[config.mk]
export PLATFORM = sky130hd
export DESIGN_NAME = fibonacci_mod_prime_matrix_power
export DESIGN_NICKNAME = d
export VERILOG_FILES = /design/src/rtl/core/fmpm_pkg.sv /design/src/rtl/core/fmpm_modmul.sv /design/src/rtl/core/fmpm_datapath.sv /design/src/rtl/core/fmpm_ctrl.sv /design/src/rtl/core/fibonacci_mod_prime_matrix_power.sv
export SDC_FILE = /design/constraint.sdc
export NUM_CORES = 2
export LEC_CHECK = 0
export BUFFER_PORTS_ARGS = -buffer_cell sky130_fd_sc_hd__buf_2
export CAP_MARGIN = 10
export CORE_AREA = 2 2 310 619
export DETAILED_ROUTE_END_ITERATION = 6
export DIE_AREA = 0 0 312 621
export GPL_ROUTABILITY_DRIVEN = 0
export GPL_TIMING_DRIVEN = 0
export PLACE_DENSITY = 0.63
export SLEW_MARGIN = 20
export SYNTH_ARGS = -nofsm -noshare
export SYNTH_HDL_FRONTEND = slang
export SYNTH_SLANG_ARGS = --single-unit
[constraint.sdc]
create_clock -name i_clk -period 20.7 [get_ports i_clk]
set_input_delay 2.07 -clock i_clk [delete_from_list [all_inputs] [get_ports i_clk]]
set_output_delay 2.07 -clock i_clk [all_outputs]
set_load 0.05 [all_outputs]
[src/rtl/core/fmpm_pkg.sv]
package fmpm_pkg;

    localparam int unsigned IN_W  = 64;
    localparam int unsigned RES_W = 30;

    localparam logic [RES_W-1:0] FIB_PRIME = 30'd1000000007;

    // Barrett constant floor(2^60 / p), fits in 31 bits
    localparam logic [63:0] BARRETT_M64 = 64'h1000_0000_0000_0000 / 64'd1000000007;
    localparam logic [30:0] BARRETT_M   = BARRETT_M64[30:0];

    // cycles from issuing a product to reading it back from its holding register
    localparam int unsigned MUL_LAT = 5;

    typedef enum logic [1:0] {
        SEL_AA,
        SEL_BB,
        SEL_BT
    } t_sel;

    typedef struct packed {
        logic load;
        logic issue;
        t_sel sel;
        logic prep;
        logic combine;
        logic out_load;
    } t_dp_cmd;

    function automatic logic [RES_W-1:0] mod_add(
        input logic [RES_W-1:0] x,
        input logic [RES_W-1:0] y
    );
        logic [RES_W:0] s;
        logic [RES_W:0] d;
        s = {1'b0, x} + {1'b0, y};
        d = s - {1'b0, FIB_PRIME};
        if (s >= {1'b0, FIB_PRIME}) begin
            return d[RES_W-1:0];
        end
        return s[RES_W-1:0];
    endfunction

endpackage

[src/rtl/core/fmpm_modmul.sv]
module fmpm_modmul (
    input  logic                         i_clk,
    input  logic                         i_rst_n,
    input  logic                         i_valid,
    input  fmpm_pkg::t_sel               i_tag,
    input  logic [fmpm_pkg::RES_W-1:0]   i_a,
    input  logic [fmpm_pkg::RES_W-1:0]   i_b,
    output logic                         o_valid,
    output fmpm_pkg::t_sel               o_tag,
    output logic [fmpm_pkg::RES_W-1:0]   o_res
);

    localparam logic [31:0] P32  = 32'(fmpm_pkg::FIB_PRIME);
    localparam logic [31:0] P32X2 = 32'(2 * 64'(fmpm_pkg::FIB_PRIME));

    logic [59:0]          r_x;
    logic [61:0]          r_q2;
    logic [31:0]          r_xl1;
    logic [31:0]          r_xl2;
    logic [31:0]          r_qp;
    logic [2:0]           r_vld;
    fmpm_pkg::t_sel       r_tag [3];
    logic                 r_ovld;
    fmpm_pkg::t_sel       r_otag;
    logic [fmpm_pkg::RES_W-1:0] r_res;

    logic [31:0] diff;
    logic [31:0] diff_m1;
    logic [31:0] diff_m2;
    logic [31:0] n_red;

    // Barrett: remainder estimate is below 3p, so two corrections at most
    assign diff    = r_xl2 - r_qp;
    assign diff_m1 = diff - P32;
    assign diff_m2 = diff - P32X2;

    always_comb begin
        priority if (diff >= P32X2) begin
            n_red = diff_m2;
        end else if (diff >= P32) begin
            n_red = diff_m1;
        end else begin
            n_red = diff;
        end
    end

    always_ff @(posedge i_clk) begin
        r_x    <= 60'(i_a) * 60'(i_b);
        r_q2   <= 62'(r_x[59:29]) * 62'(fmpm_pkg::BARRETT_M);
        r_xl1  <= r_x[31:0];
        r_qp   <= 32'(r_q2[61:31]) * P32;
        r_xl2  <= r_xl1;
        r_res  <= n_red[fmpm_pkg::RES_W-1:0];
        r_tag[0] <= i_tag;
        r_tag[1] <= r_tag[0];
        r_tag[2] <= r_tag[1];
        r_otag   <= r_tag[2];
    end

    always_ff @(posedge i_clk) begin
        if (!i_rst_n) begin
            r_vld  <= '0;
            r_ovld <= 1'b0;
        end else begin
            r_vld  <= {r_vld[1:0], i_valid};
            r_ovld <= r_vld[2];
        end
    end

    assign o_valid = r_ovld;
    assign o_tag   = r_otag;
    assign o_res   = r_res;

endmodule

[src/rtl/core/fmpm_datapath.sv]
module fmpm_datapath #(
    parameter int unsigned INDEX_BITS = 64
) (
    input  logic                         i_clk,
    input  logic                         i_rst_n,
    input  fmpm_pkg::t_dp_cmd            i_cmd,
    input  logic [fmpm_pkg::IN_W-1:0]    i_index,
    output logic [fmpm_pkg::RES_W-1:0]   o_fib
);

    // running power kept as (a, b) = (F(k-1), F(k)); the matrix is symmetric
    logic [INDEX_BITS-1:0]       r_idx;
    logic [fmpm_pkg::RES_W-1:0]  r_a;
    logic [fmpm_pkg::RES_W-1:0]  r_b;
    logic [fmpm_pkg::RES_W-1:0]  r_t;
    logic [fmpm_pkg::RES_W-1:0]  r_paa;
    logic [fmpm_pkg::RES_W-1:0]  r_pbb;
    logic [fmpm_pkg::RES_W-1:0]  r_pbt;
    logic [fmpm_pkg::RES_W-1:0]  r_fib;

    logic [fmpm_pkg::RES_W-1:0]  op_a;
    logic [fmpm_pkg::RES_W-1:0]  op_b;
    logic                        mul_vld;
    fmpm_pkg::t_sel              mul_tag;
    logic [fmpm_pkg::RES_W-1:0]  mul_res;

    logic [fmpm_pkg::RES_W-1:0]  sq_a;
    logic [fmpm_pkg::RES_W-1:0]  sq_b;

    always_comb begin
        unique case (i_cmd.sel)
            fmpm_pkg::SEL_AA: begin
                op_a = r_a;
                op_b = r_a;
            end
            fmpm_pkg::SEL_BB: begin
                op_a = r_b;
                op_b = r_b;
            end
            fmpm_pkg::SEL_BT: begin
                op_a = r_b;
                op_b = r_t;
            end
            default: begin
                op_a = r_a;
                op_b = r_a;
            end
        endcase
    end

    fmpm_modmul u_modmul (
        .i_clk   (i_clk),
        .i_rst_n (i_rst_n),
        .i_valid (i_cmd.issue),
        .i_tag   (i_cmd.sel),
        .i_a     (op_a),
        .i_b     (op_b),
        .o_valid (mul_vld),
        .o_tag   (mul_tag),
        .o_res   (mul_res)
    );

    // squaring: F(2k-1) = a^2 + b^2, F(2k) = b * (2a + b)
    assign sq_a = fmpm_pkg::mod_add(r_paa, r_pbb);
    assign sq_b = r_pbt;

    always_ff @(posedge i_clk) begin
        if (i_cmd.load) begin
            r_idx <= i_index[INDEX_BITS-1:0];
            r_a   <= fmpm_pkg::RES_W'(1);
            r_b   <= '0;
        end else if (i_cmd.combine) begin
            r_idx <= {r_idx[INDEX_BITS-2:0], 1'b0};
            if (r_idx[INDEX_BITS-1]) begin
                r_a <= sq_b;
                r_b <= fmpm_pkg::mod_add(sq_a, sq_b);
            end else begin
                r_a <= sq_a;
                r_b <= sq_b;
            end
        end

        if (i_cmd.prep) begin
            r_t <= fmpm_pkg::mod_add(fmpm_pkg::mod_add(r_a, r_a), r_b);
        end

        if (mul_vld) begin
            unique case (mul_tag)
                fmpm_pkg::SEL_AA: r_paa <= mul_res;
                fmpm_pkg::SEL_BB: r_pbb <= mul_res;
                fmpm_pkg::SEL_BT: r_pbt <= mul_res;
                default:          r_pbt <= mul_res;
            endcase
        end

        if (i_cmd.out_load) begin
            r_fib <= r_b;
        end
    end

    assign o_fib = r_fib;

endmodule

[src/rtl/core/fmpm_ctrl.sv]
module fmpm_ctrl #(
    parameter int unsigned INDEX_BITS = 64
) (
    input  logic              i_clk,
    input  logic              i_rst_n,
    input  logic              i_in_valid,
    output logic              o_in_ready,
    input  logic              i_out_ready,
    output logic              o_out_valid,
    output fmpm_pkg::t_dp_cmd o_cmd
);

    localparam int unsigned BIT_W  = $clog2(INDEX_BITS);
    localparam int unsigned WAIT_W = $clog2(fmpm_pkg::MUL_LAT);

    typedef enum logic [2:0] {
        S_IDLE,
        S_SQ_AA,
        S_SQ_BB,
        S_SQ_BT,
        S_WAIT,
        S_COMBINE,
        S_DONE
    } t_state;

    t_state            r_state;
    logic [BIT_W-1:0]  r_bit;
    logic [WAIT_W-1:0] r_wait;
    logic              r_out_valid;
    logic              out_free;

    assign out_free = !r_out_valid || i_out_ready;

    always_comb begin
        o_cmd          = '0;
        o_cmd.sel      = fmpm_pkg::SEL_AA;
        unique case (r_state)
            S_IDLE:    o_cmd.load = i_in_valid;
            S_SQ_AA: begin
                o_cmd.issue = 1'b1;
                o_cmd.sel   = fmpm_pkg::SEL_AA;
                o_cmd.prep  = 1'b1;
            end
            S_SQ_BB: begin
                o_cmd.issue = 1'b1;
                o_cmd.sel   = fmpm_pkg::SEL_BB;
            end
            S_SQ_BT: begin
                o_cmd.issue = 1'b1;
                o_cmd.sel   = fmpm_pkg::SEL_BT;
            end
            S_WAIT:    o_cmd.issue = 1'b0;
            S_COMBINE: o_cmd.combine = 1'b1;
            S_DONE:    o_cmd.out_load = out_free;
            default:   o_cmd.issue = 1'b0;
        endcase
    end

    always_ff @(posedge i_clk) begin
        if (!i_rst_n) begin
            r_state     <= S_IDLE;
            r_bit       <= '0;
            r_wait      <= '0;
            r_out_valid <= 1'b0;
        end else begin
            if (r_state == S_DONE && out_free) begin
                r_out_valid <= 1'b1;
            end else if (r_out_valid && i_out_ready) begin
                r_out_valid <= 1'b0;
            end
            unique case (r_state)
                S_IDLE: begin
                    if (i_in_valid) begin
                        r_bit   <= BIT_W'(INDEX_BITS - 1);
                        r_state <= S_SQ_AA;
                    end
                end
                S_SQ_AA: r_state <= S_SQ_BB;
                S_SQ_BB: r_state <= S_SQ_BT;
                S_SQ_BT: begin
                    r_wait  <= WAIT_W'(fmpm_pkg::MUL_LAT - 2);
                    r_state <= S_WAIT;
                end
                S_WAIT: begin
                    if (r_wait == '0) begin
                        r_state <= S_COMBINE;
                    end else begin
                        r_wait <= r_wait - WAIT_W'(1);
                    end
                end
                S_COMBINE: begin
                    if (r_bit == '0) begin
                        r_state <= S_DONE;
                    end else begin
                        r_bit   <= r_bit - BIT_W'(1);
                        r_state <= S_SQ_AA;
                    end
                end
                S_DONE: begin
                    if (out_free) begin
                        r_state <= S_IDLE;
                    end
                end
                default: r_state <= S_IDLE;
            endcase
        end
    end

    assign o_in_ready  = (r_state == S_IDLE);
    assign o_out_valid = r_out_valid;

endmodule

[src/rtl/core/fibonacci_mod_prime_matrix_power.sv]
// channel  | handshake                    | beat payload
// ---------+------------------------------+-------------------------------
// in       | i_in_valid / o_in_ready      | i_index_n   [63:0] index n
// out      | o_out_valid / i_out_ready    | o_fib_value [29:0] F(n) mod p
//
// Each index bit takes three products through the shared four-stage Barrett
// multiplier, a wait for the last one to land, then a combine.
// Synchronous active-low reset clears the controller and multiplier valids.
// A finished result sits in the output register; the next item is taken
// while it waits, and a stalled output holds the block in its final state.
module fibonacci_mod_prime_matrix_power #(
    parameter int unsigned INDEX_BITS = 64
) (
    input  logic                         i_clk,
    input  logic                         i_rst_n,
    input  logic                         i_in_valid,
    output logic                         o_in_ready,
    input  logic [fmpm_pkg::IN_W-1:0]    i_index_n,
    output logic                         o_out_valid,
    input  logic                         i_out_ready,
    output logic [fmpm_pkg::RES_W-1:0]   o_fib_value
);

    fmpm_pkg::t_dp_cmd cmd;

    fmpm_ctrl #(
        .INDEX_BITS (INDEX_BITS)
    ) u_ctrl (
        .i_clk       (i_clk),
        .i_rst_n     (i_rst_n),
        .i_in_valid  (i_in_valid),
        .o_in_ready  (o_in_ready),
        .i_out_ready (i_out_ready),
        .o_out_valid (o_out_valid),
        .o_cmd       (cmd)
    );

    fmpm_datapath #(
        .INDEX_BITS (INDEX_BITS)
    ) u_datapath (
        .i_clk   (i_clk),
        .i_rst_n (i_rst_n),
        .i_cmd   (cmd),
        .i_index (i_index_n),
        .o_fib   (o_fib_value)
    );

endmodule
### Yosys cells after proc, flatten, opt, wreduce, memory -nomap -nowiden

Memory sizes are Yosys's and may differ from the RTL's. A register that Yosys moved wholly into a read port is not among the register bits.
Index checks and enable logic that the tools add are counted.

| word-level totals | value |
|---|---|
| register bits after elaboration | 536 |
| bits in latches | 0 |
| memory bits (writable) | 6 |
| ROM bits | 0 |
| input bits | 68 |
| output and inout bits | 32 |
| logic and storage cells | 123 |
| memories kept | 1 |

Memories:

| memory | depth | width | read ports | clocked after Yosys merged registers in | write ports | RTL line | source |
|---|---|---|---|---|---|---|---|
| u_datapath.u_modmul.r_tag | 3 | 2 | 3 | 1 | 3 | fmpm_modmul.sv:22 | `fmpm_pkg::t_sel r_tag [3];` |

| operators by class | value |
|---|---|
| add/subtract/negate cells | 13 |
| multipliers | 3 |
| divide/modulo/power cells | 0 |
| magnitude comparators | 6 |
| equal/unequal tests | 14 |
| shift operators | 0 |
| muxes and demuxes | 44 |
| bitwise operators | 1 |
| reduce and logical (&&, ||, !) cells | 21 |

Operators by type and width:

| kind | count |
|---|---|
| $mux W30 | 14 |
| $sub A30 B30 Y30 const B | 6 |
| $mux W64 | 2 |
| $add A30 B30 Y31 | 4 |
| $ge A31 B30 Y1 const B | 4 |
| $mul A30 B30 Y60 | 1 |
| $pmux W30 S2 | 1 |
| $mul A31 B28 Y59 const B | 1 |
| $ge A32 B30 Y1 const B | 1 |
| $ge A32 B31 Y1 const B | 1 |
| $mul A31 B30 Y32 const B | 1 |
| $sub A32 B32 Y32 | 1 |
| $pmux W3 S7 | 1 |
| $mux W1 | 16 |
| $mux W3 | 5 |
| $mux W6 | 2 |
| $pmux W6 S2 | 1 |
| $eq A3 B3 Y1 const B | 3 |
| $reduce_and A2 Y1 | 4 |
| $reduce_bool A2 Y1 | 4 |
| $eq A3 B2 Y1 const B | 2 |
| $logic_not A3 Y1 | 2 |
| $logic_not A6 Y1 | 1 |
| $ne A2 B2 Y1 const B | 3 |
| 16 further kinds | 21 |

### Longest topological paths before layout

| logic depth | value |
|---|---|
| depth in word-level cells | 12 |
| mapped depth | 41 |
| depth with buffers taken out | 36 |

### Cells and area by module

From an unflattened synthesis, not the netlist that was laid out.

| unflattened totals | value |
|---|---|
| cells, all modules | 7998 |
| area, all modules | 76978.8 µm² |

Modules (own cells, without submodules):

| module | times used | cells an instance | area each (µm²) | seq. area each (µm²) |
|---|---|---|---|---|
| fmpm_modmul | 1 | 5874 | 57017.2 | 4584.4 |
| fmpm_datapath | 1 | 2030 | 19190.9 | 7627.3 |
| fmpm_ctrl | 1 | 94 | 770.7 | 260.2 |

### Worst setup path after synthesis

OpenSTA, ideal clock, no wires.

| timing path | value |
|---|---|
| kind | reg-to-reg |
| start point | register u_ctrl.r_state[1] |
| end point | register u_datapath.u_modmul.r_x[56] |
| setup time | 72 ps |
| data arrival time | 10094 ps |
| data required time | 20628 ps |
| setup slack | 10534 ps |
| cell stages (with the launch flop) | 38 |
| buffers on the path | 5 |
| clock period less this slack | 10166 ps |
| cell sequence | dfxtp_1 > clkbuf_1 > or3b_2 > ha_1 > clkbuf_1 > clkbuf_1 > clkbuf_1 > nor2_1 > a21oi_1 > clkbuf_1 > nand2_1 > fa_1 > inv_1 > fa_1 > fa_1 > inv_1 > fa_1 > inv_1 > (+2 left out) > fa_1 > inv_1 > fa_1 > inv_1 > ha_1 > a21o_1 > a21o_1 > a21oi_1 > o21ai_0 > a2111oi_0 > o21ai_0 > a31oi_1 > o31a_1 > a21boi_0 > o21ai_0 > or3b_2 > a21oi_1 > xnor2_1 |

| on the way | value |
|---|---|
| cells in the longest elaborated chain, start to end | 6 |
| elaborated cells between the ends (all ways) | 9 |
| classes of those cells | mul (1); eq/ne (4); mux (3); reduce/logical (1) |

RTL lines:

| what | RTL line | source |
|---|---|---|
| start: declaration | fmpm_ctrl.sv:26 | `t_state r_state;` |
| start signal: assignment | fmpm_ctrl.sv:61 | `r_state <= S_IDLE;` |
| start signal: assignment | fmpm_ctrl.sv:75 | `r_state <= S_SQ_AA;` |
| start signal: assignment | fmpm_ctrl.sv:78 | `S_SQ_AA: r_state <= S_SQ_BB;` |
| $eq A3 B2 Y1 | fmpm_ctrl.sv:37 | `unique case (r_state)` |
| $pmux W2 S2 * | fmpm_ctrl.sv:37 |  |
| $eq A2 B1 Y1 or $eq A2 B2 Y1 (tied branches) | fmpm_datapath.sv:31 | `unique case (i_cmd.sel)` |
| $reduce_or A2 Y1 (no source line) | -- |  |
| $mux W30 | fmpm_datapath.sv:31 |  |
| $mul A30 B30 Y60 * | fmpm_modmul.sv:48 | `r_x <= 60'(i_a) * 60'(i_b);` |
| end signal: assignment | fmpm_modmul.sv:48 |  |
| end: declaration | fmpm_modmul.sv:16 | `logic [59:0] r_x;` |

Every way passes the cells marked *; elsewhere a longest branch is shown, timed or not.
A chain may end at the register's enable or synchronous reset.

### Worst setup path after layout

| timing path | value |
|---|---|
| start point | register u_ctrl.r_state[2] |
| end point | register u_datapath.u_modmul.r_x[56] |

Same word-level chain as after synthesis.

==> results.rst <==
.. list-table::
   :header-rows: 1

   * - Metric
     - Value
   * - Layout filler cell count
     - 18.7k
   * - Share of synthesized area occupied by flip-flops and latches
     - 16.6%
   * - Clock-pin slew reported for the worst setup and hold paths after clock tree synthesis
     - 0.07 ns
   * - Clock tree from TritonCTS
     - done
   * - Violated checks
     - design-rule violations
   * - Final setup violation count
     - 0
   * - H-Tree Level Count
     - 2
   * - Die Y
     - 621 um
   * - Post-Layout Inst Area
     - 81200 sq um
   * - Number of synthesized register bits
     - 516
   * - Leak Pwr
     - 40.6 nW
   * - Top-level I/O count
     - 100
   * - Overall power after layout
     - 6.91 mW
   * - Detailed-route via count
     - 58.4k
   * - Sink Count
     - 516
   * - Clock insertion delay at the later pin of the skew report
     - 0.72 ns
   * - Worst clock skew on the final layout
     - 0.0778 ns
   * - First-pass GRT wire length
     - 360 mm
   * - Number of clock buffers inserted by TritonCTS
     - 55
   * - Number of enable-type register cells in the synthesized netlist
     - 214
   * - Mean number of vias per cell
     - 5.38
   * - Area enclosed by the die boundary
     - 194000 sq um
   * - Final min period
     - 14.57 ns
   * - Final period util
     - 70.4%
   * - Fin. max-slew vios
     - 0
   * - GRT Resource Usage Total
     - 24.3%
   * - Fmax
     - 68.6 MHz
   * - Number of iterations in the first detailed-routing pass
     - 7
   * - Final Util
     - 43.0%
   * - Primary flip-flop cell chosen by synthesis mapping
     - dfxtp_1
   * - Slew @ Worst Pin
     - 1.39 ns
   * - Area added between synthesis and finish
     - 7.83%
   * - Number of antenna violations at the first check in global routing
     - 8
   * - Net count after synthesis
     - 10.3k
   * - Mean routed wirelength per cell
     - 21.5 um
   * - Cell Rows
     - 226
   * - Cell mode on critical path
     - fa_1
   * - Total number of yosys warnings
     - 0
   * - Maximum number of pins on one net before global-route repair
     - 54
   * - Number of violations of the max-capacitance limit
     - 0
   * - Starting density of the core
     - 39.8%
   * - Setup TNS Final
     - 0 ns
   * - Power per cell area
     - 85.2 nW/um^2
   * - Category of the worst setup path launch point
     - flip-flop
   * - Share of cells above drive strength 1
     - 3.30%
   * - Die width
     - 312 um
   * - # hold bufs at CTS
     - 0
   * - Post-synthesis cell type count
     - 89
   * - Area used by sequential logic in the layout
     - 12500 sq um
   * - Clk root buf
     - clkbuf_16
   * - Worst vdd rail ir drop
     - 166 uV
   * - Final hold violations
     - 0
   * - Synth Area per Inst
     - 9.28 sq um
   * - Worst Hold Class
     - flip-flop to flip-flop
   * - Category of the worst setup path capture point
     - flip-flop
   * - DRT iter0 DRCs
     - 5397
   * - Crit Path Category
     - flip-flop to flip-flop
   * - Launching point of the worst reg2reg path
     - u_ctrl.r_state[2]
   * - Combined area of the multi-input logic cells
     - 55900 sq um
   * - Slowest cell on crit path
     - a2111oi_0
   * - Number of antenna-violating nets in the routed design
     - 0
   * - Sum of overflow across all layers after global routing
     - 0
   * - Combined area of all synthesized cells
     - 75300 sq um
   * - First element of the critical path
     - u_ctrl.r_state[2]
   * - Detailed Place HPWL
     - 193 mm
   * - Start point of the worst hold path
     - u_datapath.u_modmul.r_xl1[1]
   * - Clk buf depth
     - 3
   * - Result of the run
     - complete, but fails checks
   * - Required time reported for the critical path endpoint
     - 21.27 ns
   * - Peak fanout along the critical path
     - 10
   * - Worst path max stage delay
     - 1.14 ns
   * - Via count of the first global-routing pass
     - 60.3k
   * - Number of port buffers
     - 99
   * - CTS-repair resized insts
     - 0
   * - CP arrival
     - 15.14 ns
   * - # nets final
     - 10.5k
   * - Unrepaired setup endpoints after global routing
     - no
   * - Total setup buffers inserted after CTS
     - 0
   * - Relative slew slack
     - 7.36%
   * - Placeable core area
     - 189000 sq um
   * - Async set-or-reset flop fraction in the synthesized netlist
     - 0%
   * - Detailed-route wire length
     - 233 mm
   * - Area after detailed placement
     - 79100 sq um
   * - Worst Hold Margin
     - 0.321 ns
   * - Synthesized netlist cell count
     - 8108
   * - Number of remaining DRC errors
     - 181
[layer usage]
layer	share of wire [%]	wire length, um	GRT usage (%)	up-vias
met4	6.9	16100	12.8	6
met3	9.5	22100	6.24	780
met5	0.046	106	0.303	-
li1	-	-	-	26253
met2	45	104000	38.4	2757
met1	39	90700	30.5	28590
[state kept, by name, summed over array words and instances, names as in the netlist, 2 cells and up]
name	cells
u_datapath.u_modmul.r_xl2	32
u_datapath.r_b	30
u_datapath.u_modmul.o_res	30
u_datapath.u_modmul.r_vld	3
u_datapath.u_modmul.r_x	60
u_datapath.r_pbb	30
u_ctrl.r_wait	3
u_datapath.u_modmul.r_tag	6
u_datapath.u_modmul.r_q2	31
u_datapath.r_idx	64
u_datapath.u_modmul.o_tag	2
u_datapath.r_pbt	30
u_datapath.r_a	30
u_datapath.r_paa	30
u_ctrl.r_state	3
u_datapath.u_modmul.r_xl1	32
u_datapath.r_t	30
u_ctrl.r_bit	6
u_datapath.o_fib	30
u_datapath.u_modmul.r_qp	32
[stage by stage]
stage | setup slack [ns] | cells
floorplan | 10.53 | 8108
global placement | 6.54 | 10715
detailed placement | 6.79 | 10727
CTS | 6.58 | 10831
global route | 5.99 | 10834
finish | 6.13 | 10843
[worst paths after layout]
check	end	slack, ns	cells after the start
setup / recovery	u_datapath.u_modmul.r_x[56]	6.13	38
hold reg to reg	u_datapath.u_modmul.r_xl2[1]	0.32	0
setup reg to reg	u_datapath.u_modmul.r_x[56]	6.13	38
hold / removal	u_datapath.u_modmul.r_xl2[1]	0.32	0
[cell families after synthesis]
kind of cell	share of synthesized area [%]
fa+ha+maj	47.5
flops	16.6
xor+xnor	4.22
mux	0.128
buf+inv	9.20
simple gates	12.1
compound gates	10.2
[cells in the final DEF, fill, tap and decap left out, drive strengths merged, types with 13 or more instances in the layout]
master,instances
nand2,911
a22oi,67
nor4,14
edfxtp,214
a31oi,64
o31ai,20
nor2b,59
dfxtp,302
a211o,16
inv,1579
a211oi,41
nand2b,53
buf,138
nor2,640
xnor2,248
xor2,115
nand4,28
clkbuf,316
o21a,42
or3,27
fa,1227
o2111ai,13
and2,59
o21ai,205
a21o,176
and3,42
nor3,75
nand3,124
o211ai,36
ha,896
o21bai,38
clkinv,14
a21oi,287
[synthesized netlist by cell type (all sizes together) (7+ instances only)]
cell type	count	area (sq um)
o21ai	205	1030
a211oi	41	318
nor2b	59	369
fa	1227	24600
buf	27	118
clkbuf	249	935
a22o	7	61.3
and3	42	263
inv	1565	5870
o311ai	8	70.1
ha	896	11200
a311oi	12	105
a2111oi	12	105
a41oi	8	70.1
nand3b	12	90.1
a21oi	287	1440
o21a	42	315
a22oi	67	503
xor2	115	1010
a21o	176	1320
or2	8	50.1
a221oi	12	111
o221ai	7	61.3
a211o	16	140
nand2	911	3420
o21bai	38	285
a31oi	64	413
o31ai	20	150
a31o	7	61.3
and2	59	369
nand2b	53	332
nor3	75	375
nand3	124	621
or3	27	169
dfxtp	302	6050
o2111ai	13	114
nor3b	12	95.1
nand4	28	175
edfxtp	214	6430
o211ai	36	270
nor2	640	2400
nor4	14	93.8
xnor2	248	2170
a21boi	12	90.1
[critical path: cells and delay by family (launching register included)]
kind / cells / cell delay [ns]
buffers and inverters: 11 / 3.73
xor gates and xnor gates: 1 / 0.14
AOI/OAI and AO/OA: 12 / 4.07
adders and majority gates: 10 / 4.84
DFF: 1 / 0.34
and+or+nand+nor: 4 / 1.30
[where the power goes]
| group | internal (mW) | switching [mW] |
|---|---|---|
| Clock | 0.589 | 0.474 |
| Combinational | 1.57 | 2.80 |
| Sequential | 1.32 | 0.160 |
| Total | 3.48 | 3.43 |
[layout make-up]
class / count / share of cell area (%)
diodes: 12 / 0.0370
plain buffers: 276 / 1.30
clock buffers: 67 / 1.81
clock inverters: 37 / 0.612
inverters: 1565 / 7.24
multi-input cells: 5751 / 68.9
flip-flops and latches: 516 / 15.4
well taps: 2508 / 3.87
repair buffers: 111 / 0.829
Power figures use the tool's default switching activity.
